<file path="config.mk">
export PLATFORM = sky130hd
export DESIGN_NAME = pulse_rate_gauge_driver_top
export DESIGN_NICKNAME = d
export VERILOG_FILES = /design/src/rtl/prgd_pkg.sv /design/src/rtl/prgd_div.sv /design/src/rtl/pulse_rate_gauge_driver_top.sv
export SDC_FILE = /design/constraint.sdc
export NUM_CORES = 2
export LEC_CHECK = 0
export ABC_AREA = 1
export BUFFER_PORTS_ARGS = -buffer_cell sky130_fd_sc_hd__buf_2
export CAP_MARGIN = 20
export CORE_MARGIN = 2
export CORE_UTILIZATION = 50
export CTS_CLUSTER_DIAMETER = 120
export DETAILED_ROUTE_END_ITERATION = 16
export GPL_ROUTABILITY_DRIVEN = 0
export HOLD_SLACK_MARGIN = 0.15
export PLACE_DENSITY_LB_ADDON = 0.15
export SETUP_SLACK_MARGIN = 0.15
export SYNTH_ARGS = -nofsm -noshare
export SYNTH_HDL_FRONTEND = slang
export SYNTH_SLANG_ARGS = --single-unit
</file>
<file path="constraint.sdc">
create_clock -name i_clk -period 9.2 [get_ports i_clk]
set_input_delay 0.92 -clock i_clk [delete_from_list [all_inputs] [get_ports i_clk]]
set_output_delay 0.92 -clock i_clk [all_outputs]
set_load 0.03 [all_outputs]
</file>
<file path="src/rtl/prgd_pkg.sv">
// ----------------------------------------------------------------------------
// prgd_pkg
// Types and constants for the pulse rate gauge driver.
// ----------------------------------------------------------------------------
`default_nettype none

package prgd_pkg;

    localparam int S_DATA_W = 8;
    localparam int M_DATA_W = 40;
    localparam int CFG_IW   = 3;
    localparam int CFG_DW   = 16;

    localparam logic [7:0]  SPEED_LIMIT = 8'd150;
    localparam logic [11:0] RPM_LIMIT   = 12'd3000;
    localparam logic [11:0] RPM_HALF    = 12'd1500;
    localparam logic [7:0]  DUTY_SPAN   = 8'd50;
    localparam logic [7:0]  DUTY_TOP    = 8'd255;

    // floor(x/150) = (x * RECIP_150) >> 24 for x < 2^16
    localparam logic [16:0] RECIP_150 = 17'd111849;
    // floor(x/30) = (x * RECIP_30) >> 16 for x <= 1500
    localparam logic [11:0] RECIP_30  = 12'd2185;

    localparam logic [7:0]  RST_ANGLE_ZERO  = 8'd143;
    localparam logic [7:0]  RST_ANGLE_FULL  = 8'd14;
    localparam logic [7:0]  RST_SLEW_STEP   = 8'd7;
    localparam logic [9:0]  RST_UPD_INTV    = 10'd20;
    localparam logic [15:0] RST_SPD_TIMEOUT = 16'd300;
    localparam logic [15:0] RST_RPM_TIMEOUT = 16'd600;
    localparam logic [15:0] RST_SPD_SCALE   = 16'd6800;

    typedef enum logic [CFG_IW-1:0] {
        CFG_ANGLE_ZERO,
        CFG_ANGLE_FULL,
        CFG_SLEW_STEP,
        CFG_UPD_INTV,
        CFG_SPD_TIMEOUT,
        CFG_RPM_TIMEOUT,
        CFG_SPD_SCALE
    } t_cfg_idx;

    typedef enum logic [3:0] {
        S_IDLE,
        S_SPD,
        S_SPD_DIV,
        S_SPD_TO,
        S_SRV,
        S_SRV_MUL,
        S_SRV_STEP,
        S_RPM,
        S_RPM_DIV,
        S_RPM_TO,
        S_DUTY
    } t_state;

    typedef struct packed {
        logic busy;
        logic done;
    } t_div_sts;

endpackage

`default_nettype wire

</file>
<file path="src/rtl/prgd_div.sv">
// ----------------------------------------------------------------------------
// prgd_div
// Restoring divider, one quotient bit per cycle, shared by speed and rpm.
// ----------------------------------------------------------------------------
`default_nettype none

module prgd_div import prgd_pkg::*; #(
    parameter int DW = 16,
    parameter int VW = 32
) (
    input  wire logic          i_clk,
    input  wire logic          i_rst_n,
    input  wire logic          i_start,
    input  wire logic [DW-1:0] i_dividend,
    input  wire logic [VW-1:0] i_divisor,
    output logic      [DW-1:0] o_quotient,
    output t_div_sts           o_sts
);

    localparam int CW = $clog2(DW + 1);

    logic [VW-1:0] r_rem;
    logic [DW-1:0] r_quo;
    logic [VW-1:0] r_div;
    logic [CW-1:0] r_cnt;
    logic          r_done;

    logic [VW:0]   rem_sh;
    logic [VW:0]   rem_sub;
    logic          fits;

    assign rem_sh  = {r_rem, r_quo[DW-1]};
    assign rem_sub = rem_sh - {1'b0, r_div};
    assign fits    = (rem_sh >= {1'b0, r_div});

    always_ff @(posedge i_clk) begin
        if (!i_rst_n) begin
            r_cnt  <= '0;
            r_done <= 1'b0;
        end else begin
            r_done <= 1'b0;
            if (i_start) begin
                r_cnt <= CW'(DW);
            end else if (r_cnt != '0) begin
                r_cnt <= r_cnt - 1'b1;
                if (r_cnt == CW'(1)) begin
                    r_done <= 1'b1;
                end
            end
        end
    end

    always_ff @(posedge i_clk) begin
        if (i_start) begin
            r_rem <= '0;
            r_quo <= i_dividend;
            r_div <= i_divisor;
        end else if (r_cnt != '0) begin
            r_rem <= fits ? rem_sub[VW-1:0] : rem_sh[VW-1:0];
            r_quo <= {r_quo[DW-2:0], fits};
        end
    end

    assign o_quotient = r_quo;
    assign o_sts.busy = (r_cnt != '0);
    assign o_sts.done = r_done;

endmodule

`default_nettype wire

</file>
<file path="src/rtl/pulse_rate_gauge_driver_top.sv">
// Flow: a sample walks S_SPD, S_SPD_DIV (speed group), S_SPD_TO, S_SRV,
//   S_SRV_MUL and S_SRV_STEP (servo update), S_RPM, S_RPM_DIV (rpm group),
//   S_RPM_TO and S_DUTY, one sample at a time; input not ready while a
//   sample is worked or its result waits on a stalled output.
// Reset: synchronous active-low; clears time, counters and held values,
//   loads register defaults; first result follows the first sample.
// ----------------------------------------------------------------------------
// pulse_rate_gauge_driver_top
// Pulse-period tachometer: rpm gauge duty/direction and slewed speed servo.
// ----------------------------------------------------------------------------
`default_nettype none

module pulse_rate_gauge_driver_top import prgd_pkg::*; #(
    parameter int SPEED_EDGES_PER_GROUP = 76,
    parameter int RPM_EDGES_PER_GROUP   = 5,
    parameter int RPM_PER_EDGE_SCALE    = 3000,
    parameter int TIME_BITS             = 32
) (
    input  wire logic                i_clk,
    input  wire logic                i_rst_n,
    input  wire logic                i_cfg_wr_en,
    input  wire logic [CFG_IW-1:0]   i_cfg_index,
    input  wire logic [CFG_DW-1:0]   i_cfg_data,
    input  wire logic                i_s_tvalid,
    output logic                     o_s_tready,
    // [0] ms_tick, [1] rpm_edge, [2] speed_edge, [7:3] zero
    input  wire logic [S_DATA_W-1:0] i_s_tdata,
    output logic                     o_m_tvalid,
    input  wire logic                i_m_tready,
    // [0] rpm_direction, [8:1] rpm_duty, [16:9] servo_angle,
    // [24:17] speed_value, [36:25] rpm_value, [39:37] zero
    output logic [M_DATA_W-1:0]      o_m_tdata
);

    localparam int SCW     = $clog2(SPEED_EDGES_PER_GROUP + 1);
    localparam int RCW     = $clog2(RPM_EDGES_PER_GROUP + 1);
    localparam int RPM_NUM = RPM_EDGES_PER_GROUP * RPM_PER_EDGE_SCALE;
    localparam int NUM_W   = $clog2(RPM_NUM + 1);
    localparam int DW      = (NUM_W > CFG_DW) ? NUM_W : CFG_DW;

    localparam logic [SCW-1:0] SPD_N   = SCW'(SPEED_EDGES_PER_GROUP);
    localparam logic [RCW-1:0] RPM_N   = RCW'(RPM_EDGES_PER_GROUP);
    localparam logic [DW-1:0]  RPM_DVD = DW'(RPM_NUM);

    t_state r_state, n_state;

    logic [7:0]           r_a0, r_a1, r_slew;
    logic [9:0]           r_intv;
    logic [15:0]          r_spd_to, r_rpm_to, r_spd_scale;

    logic [TIME_BITS-1:0] r_now, r_last_spd, r_last_rpm, r_last_srv;
    logic [SCW-1:0]       r_spd_cnt;
    logic [RCW-1:0]       r_rpm_cnt;
    logic                 r_spd_grp, r_rpm_grp;
    logic [7:0]           r_speed, r_angle;
    logic [11:0]          r_rpm;
    logic                 r_prod_neg;
    logic [15:0]          r_prod_mag;
    logic [7:0]           r_tq;
    logic                 r_out_valid;
    logic [M_DATA_W-1:0]  r_out_data;

    logic [TIME_BITS-1:0] el_base, el;
    logic                 el_zero;
    logic                 div_start;
    logic [DW-1:0]        div_dividend, div_quo;
    t_div_sts             div_sts;
    logic                 out_free;

    logic [SCW-1:0]       spd_cnt_inc;
    logic [RCW-1:0]       rpm_cnt_inc;
    logic signed [8:0]    a_diff;
    logic signed [17:0]   prod, prod_abs;
    logic [32:0]          q150_full;
    logic signed [10:0]   tgt, adiff, step_s, ang_s, ang_new;
    logic                 rpm_hi;
    logic [10:0]          duty_x;
    logic [22:0]          q30_full;
    logic [7:0]           duty;

    assign el       = r_now - el_base;
    assign el_zero  = (el == '0);
    assign out_free = !r_out_valid || i_m_tready;

    assign div_dividend = (r_state == S_RPM) ? RPM_DVD : DW'(r_spd_scale);

    prgd_div #(
        .DW (DW),
        .VW (TIME_BITS)
    ) u_prgd_div (
        .i_clk      (i_clk),
        .i_rst_n    (i_rst_n),
        .i_start    (div_start),
        .i_dividend (div_dividend),
        .i_divisor  (el),
        .o_quotient (div_quo),
        .o_sts      (div_sts)
    );

    always_comb begin
        if (r_state == S_SRV) begin
            el_base = r_last_srv;
        end else if (r_state inside {S_RPM, S_RPM_DIV, S_RPM_TO}) begin
            el_base = r_last_rpm;
        end else begin
            el_base = r_last_spd;
        end
    end

    always_ff @(posedge i_clk) begin
        if (!i_rst_n) begin
            r_state <= S_IDLE;
        end else begin
            r_state <= n_state;
        end
    end

    always_comb begin
        n_state   = r_state;
        div_start = 1'b0;
        unique case (r_state)
            S_IDLE: begin
                if (i_s_tvalid && !div_sts.busy) begin
                    n_state = S_SPD;
                end
            end
            S_SPD: begin
                if (r_spd_grp && !el_zero) begin
                    div_start = 1'b1;
                    n_state   = S_SPD_DIV;
                end else begin
                    n_state = S_SPD_TO;
                end
            end
            S_SPD_DIV: begin
                if (div_sts.done) begin
                    n_state = S_SPD_TO;
                end
            end
            S_SPD_TO: n_state = S_SRV;
            S_SRV: begin
                n_state = (el >= TIME_BITS'(r_intv)) ? S_SRV_MUL : S_RPM;
            end
            S_SRV_MUL:  n_state = S_SRV_STEP;
            S_SRV_STEP: n_state = S_RPM;
            S_RPM: begin
                if (r_rpm_grp && !el_zero) begin
                    div_start = 1'b1;
                    n_state   = S_RPM_DIV;
                end else begin
                    n_state = S_RPM_TO;
                end
            end
            S_RPM_DIV: begin
                if (div_sts.done) begin
                    n_state = S_RPM_TO;
                end
            end
            S_RPM_TO: begin
                n_state = S_DUTY;
            end
            S_DUTY: begin
                if (out_free) begin
                    n_state = S_IDLE;
                end
            end
            default: n_state = S_IDLE;
        endcase
    end

    assign spd_cnt_inc = r_spd_cnt + 1'b1;
    assign rpm_cnt_inc = r_rpm_cnt + 1'b1;

    // target = a0 + trunc(speed * (a1 - a0) / 150)
    assign a_diff    = $signed({1'b0, r_a1}) - $signed({1'b0, r_a0});
    assign prod      = $signed({1'b0, r_speed}) * a_diff;
    assign prod_abs  = prod[17] ? (18'sd0 - prod) : prod;
    assign q150_full = 33'(r_prod_mag) * 33'(RECIP_150);

    assign ang_s  = $signed({3'b000, r_angle});
    assign step_s = $signed({3'b000, r_slew});
    assign tgt    = r_prod_neg ? ($signed({3'b000, r_a0}) - $signed({3'b000, r_tq}))
                               : ($signed({3'b000, r_a0}) + $signed({3'b000, r_tq}));
    assign adiff  = tgt - ang_s;

    always_comb begin
        if (adiff > step_s) begin
            ang_new = ang_s + step_s;
        end else if (adiff < -step_s) begin
            ang_new = ang_s - step_s;
        end else begin
            ang_new = tgt;
        end
    end

    // duty = base - x/30
    assign rpm_hi   = (r_rpm > RPM_HALF);
    assign duty_x   = rpm_hi ? 11'(r_rpm - RPM_HALF) : r_rpm[10:0];
    assign q30_full = 23'(duty_x) * 23'(RECIP_30);
    assign duty     = (rpm_hi ? DUTY_TOP : DUTY_SPAN) - {1'b0, q30_full[22:16]};

    always_ff @(posedge i_clk) begin
        if (!i_rst_n) begin
            r_a0        <= RST_ANGLE_ZERO;
            r_a1        <= RST_ANGLE_FULL;
            r_slew      <= RST_SLEW_STEP;
            r_intv      <= RST_UPD_INTV;
            r_spd_to    <= RST_SPD_TIMEOUT;
            r_rpm_to    <= RST_RPM_TIMEOUT;
            r_spd_scale <= RST_SPD_SCALE;
            r_now       <= '0;
            r_last_spd  <= '0;
            r_last_rpm  <= '0;
            r_last_srv  <= '0;
            r_spd_cnt   <= '0;
            r_rpm_cnt   <= '0;
            r_spd_grp   <= 1'b0;
            r_rpm_grp   <= 1'b0;
            r_speed     <= '0;
            r_angle     <= '0;
            r_rpm       <= '0;
            r_out_valid <= 1'b0;
        end else begin
            if (i_cfg_wr_en) begin
                unique case (i_cfg_index)
                    CFG_ANGLE_ZERO:  r_a0        <= i_cfg_data[7:0];
                    CFG_ANGLE_FULL:  r_a1        <= i_cfg_data[7:0];
                    CFG_SLEW_STEP:   r_slew      <= i_cfg_data[7:0];
                    CFG_UPD_INTV:    r_intv      <= i_cfg_data[9:0];
                    CFG_SPD_TIMEOUT: r_spd_to    <= i_cfg_data;
                    CFG_RPM_TIMEOUT: r_rpm_to    <= i_cfg_data;
                    CFG_SPD_SCALE:   r_spd_scale <= i_cfg_data;
                    default: ;
                endcase
            end

            if (r_state == S_DUTY && out_free) begin
                r_out_valid <= 1'b1;
            end else if (r_out_valid && i_m_tready) begin
                r_out_valid <= 1'b0;
            end

            unique case (r_state)
                S_IDLE: begin
                    if (i_s_tvalid && !div_sts.busy) begin
                        if (i_s_tdata[0]) begin
                            r_now <= r_now + 1'b1;
                        end
                        r_spd_grp <= i_s_tdata[2] && (spd_cnt_inc >= SPD_N);
                        if (i_s_tdata[2]) begin
                            if (spd_cnt_inc >= SPD_N) begin
                                r_spd_cnt <= '0;
                            end else begin
                                r_spd_cnt <= spd_cnt_inc;
                            end
                        end
                        r_rpm_grp <= i_s_tdata[1] && (rpm_cnt_inc >= RPM_N);
                        if (i_s_tdata[1]) begin
                            if (rpm_cnt_inc >= RPM_N) begin
                                r_rpm_cnt <= '0;
                            end else begin
                                r_rpm_cnt <= rpm_cnt_inc;
                            end
                        end
                    end
                end
                S_SPD: begin
                    if (r_spd_grp && el_zero) begin
                        r_speed    <= SPEED_LIMIT;
                        r_last_spd <= r_now;
                    end
                end
                S_SPD_DIV: begin
                    if (div_sts.done) begin
                        r_speed    <= (div_quo > DW'(SPEED_LIMIT)) ? SPEED_LIMIT : div_quo[7:0];
                        r_last_spd <= r_now;
                    end
                end
                S_SPD_TO: begin
                    if (el > TIME_BITS'(r_spd_to)) begin
                        r_speed <= '0;
                    end
                end
                S_SRV: begin
                    if (el >= TIME_BITS'(r_intv)) begin
                        r_last_srv <= r_now;
                    end
                end
                S_SRV_STEP: r_angle <= ang_new[7:0];
                S_RPM: begin
                    if (r_rpm_grp && el_zero) begin
                        r_rpm      <= RPM_LIMIT;
                        r_last_rpm <= r_now;
                    end
                end
                S_RPM_DIV: begin
                    if (div_sts.done) begin
                        r_rpm      <= (div_quo > DW'(RPM_LIMIT)) ? RPM_LIMIT : div_quo[11:0];
                        r_last_rpm <= r_now;
                    end
                end
                S_RPM_TO: begin
                    if (el > TIME_BITS'(r_rpm_to)) begin
                        r_rpm <= '0;
                    end
                end
                default: ;
            endcase
        end
    end

    always_ff @(posedge i_clk) begin
        if (r_state == S_SRV) begin
            r_prod_neg <= prod[17];
            r_prod_mag <= prod_abs[15:0];
        end
        if (r_state == S_SRV_MUL) begin
            r_tq <= q150_full[31:24];
        end
        if (r_state == S_DUTY && out_free) begin
            r_out_data <= {3'b000, r_rpm, r_speed, r_angle, duty, rpm_hi};
        end
    end

    assign o_s_tready = (r_state == S_IDLE) && !div_sts.busy;
    assign o_m_tvalid = r_out_valid;
    assign o_m_tdata  = r_out_data;

endmodule

`default_nettype wire

</file>
Word-level counts from Yosys, hierarchy flattened
Cells that the tools add are included.
{ "totals": {"reg_bits": 403, "in_bits": 32, "elab_cells": 175} }
{ "op_classes": {"addsub": 16, "n_mul": 3, "order_cmp": 11, "n_eq_ne": 25, "n_mux": 45, "bitwise_logic": 2, "n_reduce_logical": 43} }
{ "op_table": {"columns": ["op", "count"], "rows": [
  ["32-bit 2-to-1 mux", 6],
  ["32-bit case mux with 2 select lines", 2],
  ["32-bit by 16-bit > comparator with 1-bit output", 2],
  ["16-bit 2-to-1 mux", 4],
  ["32-bit subtractor", 2],
  ["8-bit 2-to-1 mux", 7],
  ["12-bit 2-to-1 mux", 4],
  ["4-bit case mux with 11 select lines", 1],
  ["12-bit case mux with 3 select lines", 1],
  ["33-bit by 32-bit >= comparator with 1-bit output", 1],
  ["32-bit by 1-bit adder with 32-bit output, second input constant", 1],
  ["32-bit by 10-bit >= comparator with 1-bit output", 1],
  ["32-bit logical NOT", 1],
  ["16-bit by 17-bit multiplier with 32-bit output, second input constant", 1],
  ["8-bit case mux with 3 select lines", 1],
  ["11-bit by 12-bit multiplier with 23-bit output, second input constant", 1],
  ["11-bit 2-to-1 mux", 2],
  ["9-bit by 9-bit multiplier with 18-bit output", 1],
  ["2-bit AND reduction", 9],
  ["8-bit by 8-bit subtractor with 9-bit output", 2],
  ["4-bit by 3-bit == test with 1-bit output, second input constant", 4],
  ["16-bit by 12-bit > comparator with 1-bit output, second input constant", 1],
  ["16-bit by 8-bit > comparator with 1-bit output, second input constant", 1],
  ["4-bit 2-to-1 mux", 4],
  ["44 further kinds", 85]
]} }

Longest topological paths before layout
{ "logic_depth": {"ltp_word": 11, "ltp_mapped": 37} }

Modules after synthesis
A second synthesis with hierarchy kept.
{ "unflattened": {"cells_unflattened": 4768, "area_unflattened_um2": 34494.3} }
{ "by_module_without_submodules": {"columns": ["mod", "instances", "cells_per_inst", "area_per_inst_um2"], "rows": [
  ["pulse_rate_gauge_driver_top", 1, 3843, 28272.1],
  ["prgd_div", 1, 925, 6222.2]
]} }

Worst setup path before layout
OpenSTA, ideal clock, no wires.
{ "synth_timing": {"path_type": "register to register", "start": "reg r_a0[1]", "end": "reg r_prod_mag[11] (data pin)", "t_arrival_ns": 6.599, "setup_slack_ns": 2.336, "path_stages_with_launch": 34, "n_path_buf": 1, "synth_period_minus_slack_ns": 6.864, "path_cell_list": "dfxtp_1 > inv_1 > ha_1 > nand2_1 > o21ai_0 > a21oi_1 > o21bai_1 > nand2_1 > nand2_1 > a21oi_1 > xor2_1 > inv_1 > nand2_1 > fa_1 > fa_1 > inv_1 > fa_1 > fa_1 > inv_1 > fa_1 > inv_1 > ha_1 > inv_1 > o21bai_1 > a21oi_1 > o21ai_0 > a21o_1 > a21oi_1 > inv_1 > or2_2 > nand2_1 > buf_2 > nand2_1 > xor2_1"} }
{ "synth_rtl": {"columns": ["element", "line", "text"], "rows": [
  ["start, declared", "pulse_rate_gauge_driver_top.sv:47", "logic [7:0] r_a0, r_a1, r_slew;"],
  ["start signal, assigned", "pulse_rate_gauge_driver_top.sv:226", "CFG_ANGLE_ZERO: r_a0 <= i_cfg_data[7:0];"],
  ["8-bit by 8-bit subtractor with 9-bit output", "pulse_rate_gauge_driver_top.sv:175", "assign a_diff = $signed({1'b0, r_a1}) - $signed({1'b0, r_a0});"],
  ["9-bit by 9-bit multiplier with 18-bit output", "pulse_rate_gauge_driver_top.sv:176", "assign prod = $signed({1'b0, r_speed}) * a_diff;"],
  ["named net prod[17]", "pulse_rate_gauge_driver_top.sv:73", "logic signed [17:0] prod, prod_abs;"],
  ["16-bit 2-to-1 mux", "pulse_rate_gauge_driver_top.sv:177", "assign prod_abs = prod[17] ? (18'sd0 - prod) : prod;"],
  ["named net prod_abs[11]", "pulse_rate_gauge_driver_top.sv:73", null],
  ["end signal, assigned", "pulse_rate_gauge_driver_top.sv:315", "r_prod_mag <= prod_abs[15:0];"],
  ["end, declared", "pulse_rate_gauge_driver_top.sv:58", "logic [15:0] r_prod_mag;"]
]} }
The timed path passes the listed nets, and every way through them passes these cells.
A chain may end at the register's enable or synchronous reset.

Worst setup path in the final report
{ "layout_timing": {"start": "reg r_a0[1]", "end": "reg r_prod_mag[13] (data pin)"} }
{ "layout_via": {"elab_chain_len": 4} }
{ "layout_lines": {"columns": ["element", "line"], "rows": [
  ["8-bit by 8-bit subtractor with 9-bit output *", "pulse_rate_gauge_driver_top.sv:175"],
  ["9-bit by 9-bit multiplier with 18-bit output *", "pulse_rate_gauge_driver_top.sv:176"],
  ["1-bit by 16-bit subtractor with 16-bit output", "pulse_rate_gauge_driver_top.sv:177"],
  ["16-bit 2-to-1 mux *", "pulse_rate_gauge_driver_top.sv:177"],
  ["named net prod_abs[13]", "pulse_rate_gauge_driver_top.sv:73"]
]} }
Mark *: on every way through the listed nets, which the timed path passes. The rest lies on a longest branch.

==> impl_metrics.json <==
{
  "status": "finished, final reports clean",
  "fillers": 6404,
  "path_class": "register to register",
  "crit_path_end_kind": "register",
  "clock-sinks": 403,
  "grt_pass1_vias": 26900,
  "worstMarginPinSlew_ns": 1.00,
  "grt_pass1_wl_um": 136000,
  "reg2reg_to": "r_prod_mag[13]",
  "ctsResizeCount": 0,
  "root_buffer": "clkbuf_16",
  "cts_tree": "done",
  "cpMostUsedCell": "inv_1",
  "synth_async_sr_flop_share": 0,
  "fmax_mhz": 128,
  "dieHeight_um": 261,
  "hp-start": "r_spd_scale[11]",
  "dp_hpwl_um": 63400,
  "drc": 0,
  "nNetsFinal": 5007,
  "vias_per_cell": 5.25,
  "rsz0062_at_grt": "no",
  "cts.path.max_buffers": 3,
  "postSynthAreaPerCell_um2": 7.54,
  "die_w_um": 261,
  "max-vdd-ir-drop_mv": 0.472,
  "setup_viol": 0,
  "area_delta_synth_final_pct": 7.65,
  "power.leakage_nw": 17.4,
  "clk_pin_slew_worst_paths_ns": 0.06,
  "wl_per_cell_um": 15.6,
  "r2r_cells": 33,
  "synth_top_area_frac": 0.177,
  "crit_path_max_incr_delay_ns": 0.55,
  "grt_max_degree": 83,
  "clock_latency_ns": 0.60,
  "seq_area_mm2": 0.00917,
  "slew_headroom": 0.331,
  "crit_fanout": 14,
  "min_period_ns": 7.81,
  "arrival_ns": 8.16,
  "synth-edff-count": 110,
  "synth_area_mm2": 0.0331,
  "r2r_start": "r_a0[1]",
  "synth.area.top_cells": "dfxtp_1 18%, ha_1 15%, edfxtp_1 10%",
  "slew_violations": 0,
  "hold_viol_final": 0,
  "std_cell_rows": 94,
  "ctsHoldBuffers": 0,
  "detail-route-antenna-nets": 0,
  "required_ns": 9.54,
  "synth_ff_type": "dfxtp_1",
  "holdPathEnd": "r_spd_scale[11]",
  "mostFrequentLayoutCell": "nand2_1",
  "fp.coreArea_mm2": 0.0656,
  "vias": 27900,
  "pin_count": 74,
  "ys_ff_latch": 403,
  "numPortBuffers": 65,
  "mostFrequentLayoutCells": "828 x nand2_1, 683 x inv_1, 495 x nor2_1",
  "synth-seq-area-share": 0.277,
  "post-route-util": 0.543,
  "drive_gt1_frac": 0.0497,
  "cts_buffers": 47,
  "grt.overflow.total": 0,
  "min_path_cells": 2,
  "ys_warn_count": 0,
  "post_synth_num_cell_types": 51,
  "globalRouteTotalUtil": 0.246,
  "first_iter_violations": 1567,
  "htreeDepth": 2,
  "drv_cap": 0,
  "powerDensity_mw_per_mm2": 417,
  "syn_inst": 4392,
  "start_kind": "register",
  "slowest_stage": "fa_1",
  "firstDrtPassIters": 5,
  "die-area_mm2": 0.0683,
  "tns_ns": 0,
  "hold_path_class": "register to register",
  "yosysTopAreaCell": "dfxtp_1",
  "cts_setup_buffers": 0,
  "clock_skew_ns": 0.0282,
  "period_share": 0.849,
  "antenna_found_initial": 1,
  "wl_um": 82800,
  "start_util": 0.505,
  "multiInputGateArea_mm2": 0.0207,
  "rrSetupSlack_ns": 1.39
}
## how the worst max path moves through the flow
stage	startpoint	endpoint	slack [ns]
2_1_floorplan	r_a0[1]	r_prod_mag[11]	2.34
3_3_place_gp	r_a0[1]	r_prod_mag[13]	1.52
3_5_place_dp	r_a0[1]	r_prod_mag[13]	1.44
4_1_cts	r_a0[1]	r_prod_mag[13]	1.40
5_1_grt	r_a0[1]	r_prod_mag[13]	0.70
6_report	r_a0[1]	r_prod_mag[13]	1.39
## cell usage after synthesis, types with 19 or more instances
master / count
xnor2_1: 45
nand4_1: 36
nor3_1: 62
or2_2: 19
clkbuf_1: 64
fa_1: 156
edfxtp_1: 110
nand3_1: 255
nand2_1: 829
o211ai_1: 45
o21ai_0: 226
xor2_1: 97
dfxtp_1: 293
ha_1: 407
inv_1: 684
nor2_1: 495
a21oi_1: 345
## layer usage
layer	part of all wire	vias up	global-route usage
met3	0.041	106	0.0247
met4	0.028	0	0.0743
li1	-	14300	-
met5	0	-	0
met2	0.46	525	0.416
met1	0.47	13000	0.333
## layout make-up
cell class	instances	share of cell area
timing repair buffer	83	0.0134
inverter	702	0.0739
tap	864	0.0303
multi-input combinational	3175	0.582
clock inverter	14	0.00372
clock buffer	72	0.0394
antenna	1	0.0000702
sequential	403	0.257
## where the power goes
part,total [W],switching (W),internal [W]
sequential,0.00271,0.000206,0.00251
combinational,0.0103,0.00642,0.00386
clock,0.00187,0.000787,0.00109
total,0.0149,0.00742,0.00746
## metrics by stage
| stage | hold WS, ns | total power (W) | setup slack [ns] | instance area [um2] | instances |
|---|---|---|---|---|---|
| floorplan | 0.424 | 0.0107 | 2.34 | 33100 | 4394 |
| global placement | 0.441 | 0.0128 | 1.52 | 34100 | 5226 |
| detailed placement | 0.442 | 0.0130 | 1.44 | 34100 | 5226 |
| CTS | 0.458 | 0.0150 | 1.40 | 35600 | 5312 |
| global route | 0.474 | 0.0166 | 0.703 | 35600 | 5314 |
| finish | 0.455 | 0.0149 | 1.39 | 35600 | 5314 |
## state kept, by name, summed over array words and instances (netlist names), 32 cells and up
name and flops:
r_last_spd 32, r_last_rpm 32, r_last_srv 32, u_prgd_div.r_div 32, u_prgd_div.r_rem 32, o_m_tdata 37
r_now 32
## worst max-delay path: cells and delay by family, from the launching register on
family                   cells  cell delay [ns]
adder cells (fa/ha/maj)      7             3.11
buffers and inverters        8             0.61
AO/OA/AOI/OAI               10             1.75
AND/OR/NAND/NOR              6             0.92
flip-flops                   1             0.50
XOR/XNOR                     2             0.65
## cell families (layout without fill, tap and decap cells)
family,Yosys count,after routing,share of synthesized area
mux,1,1,0.000302
other cells,1,4,0.000113
buf+inv,816,871,0.0972
flops,403,403,0.277
fa+ha+maj,563,563,0.248
compound gates,717,717,0.119
simple gates,1749,1749,0.221
xor+xnor,142,142,0.0376
Note: power is estimated with default switching activity, not from simulation.
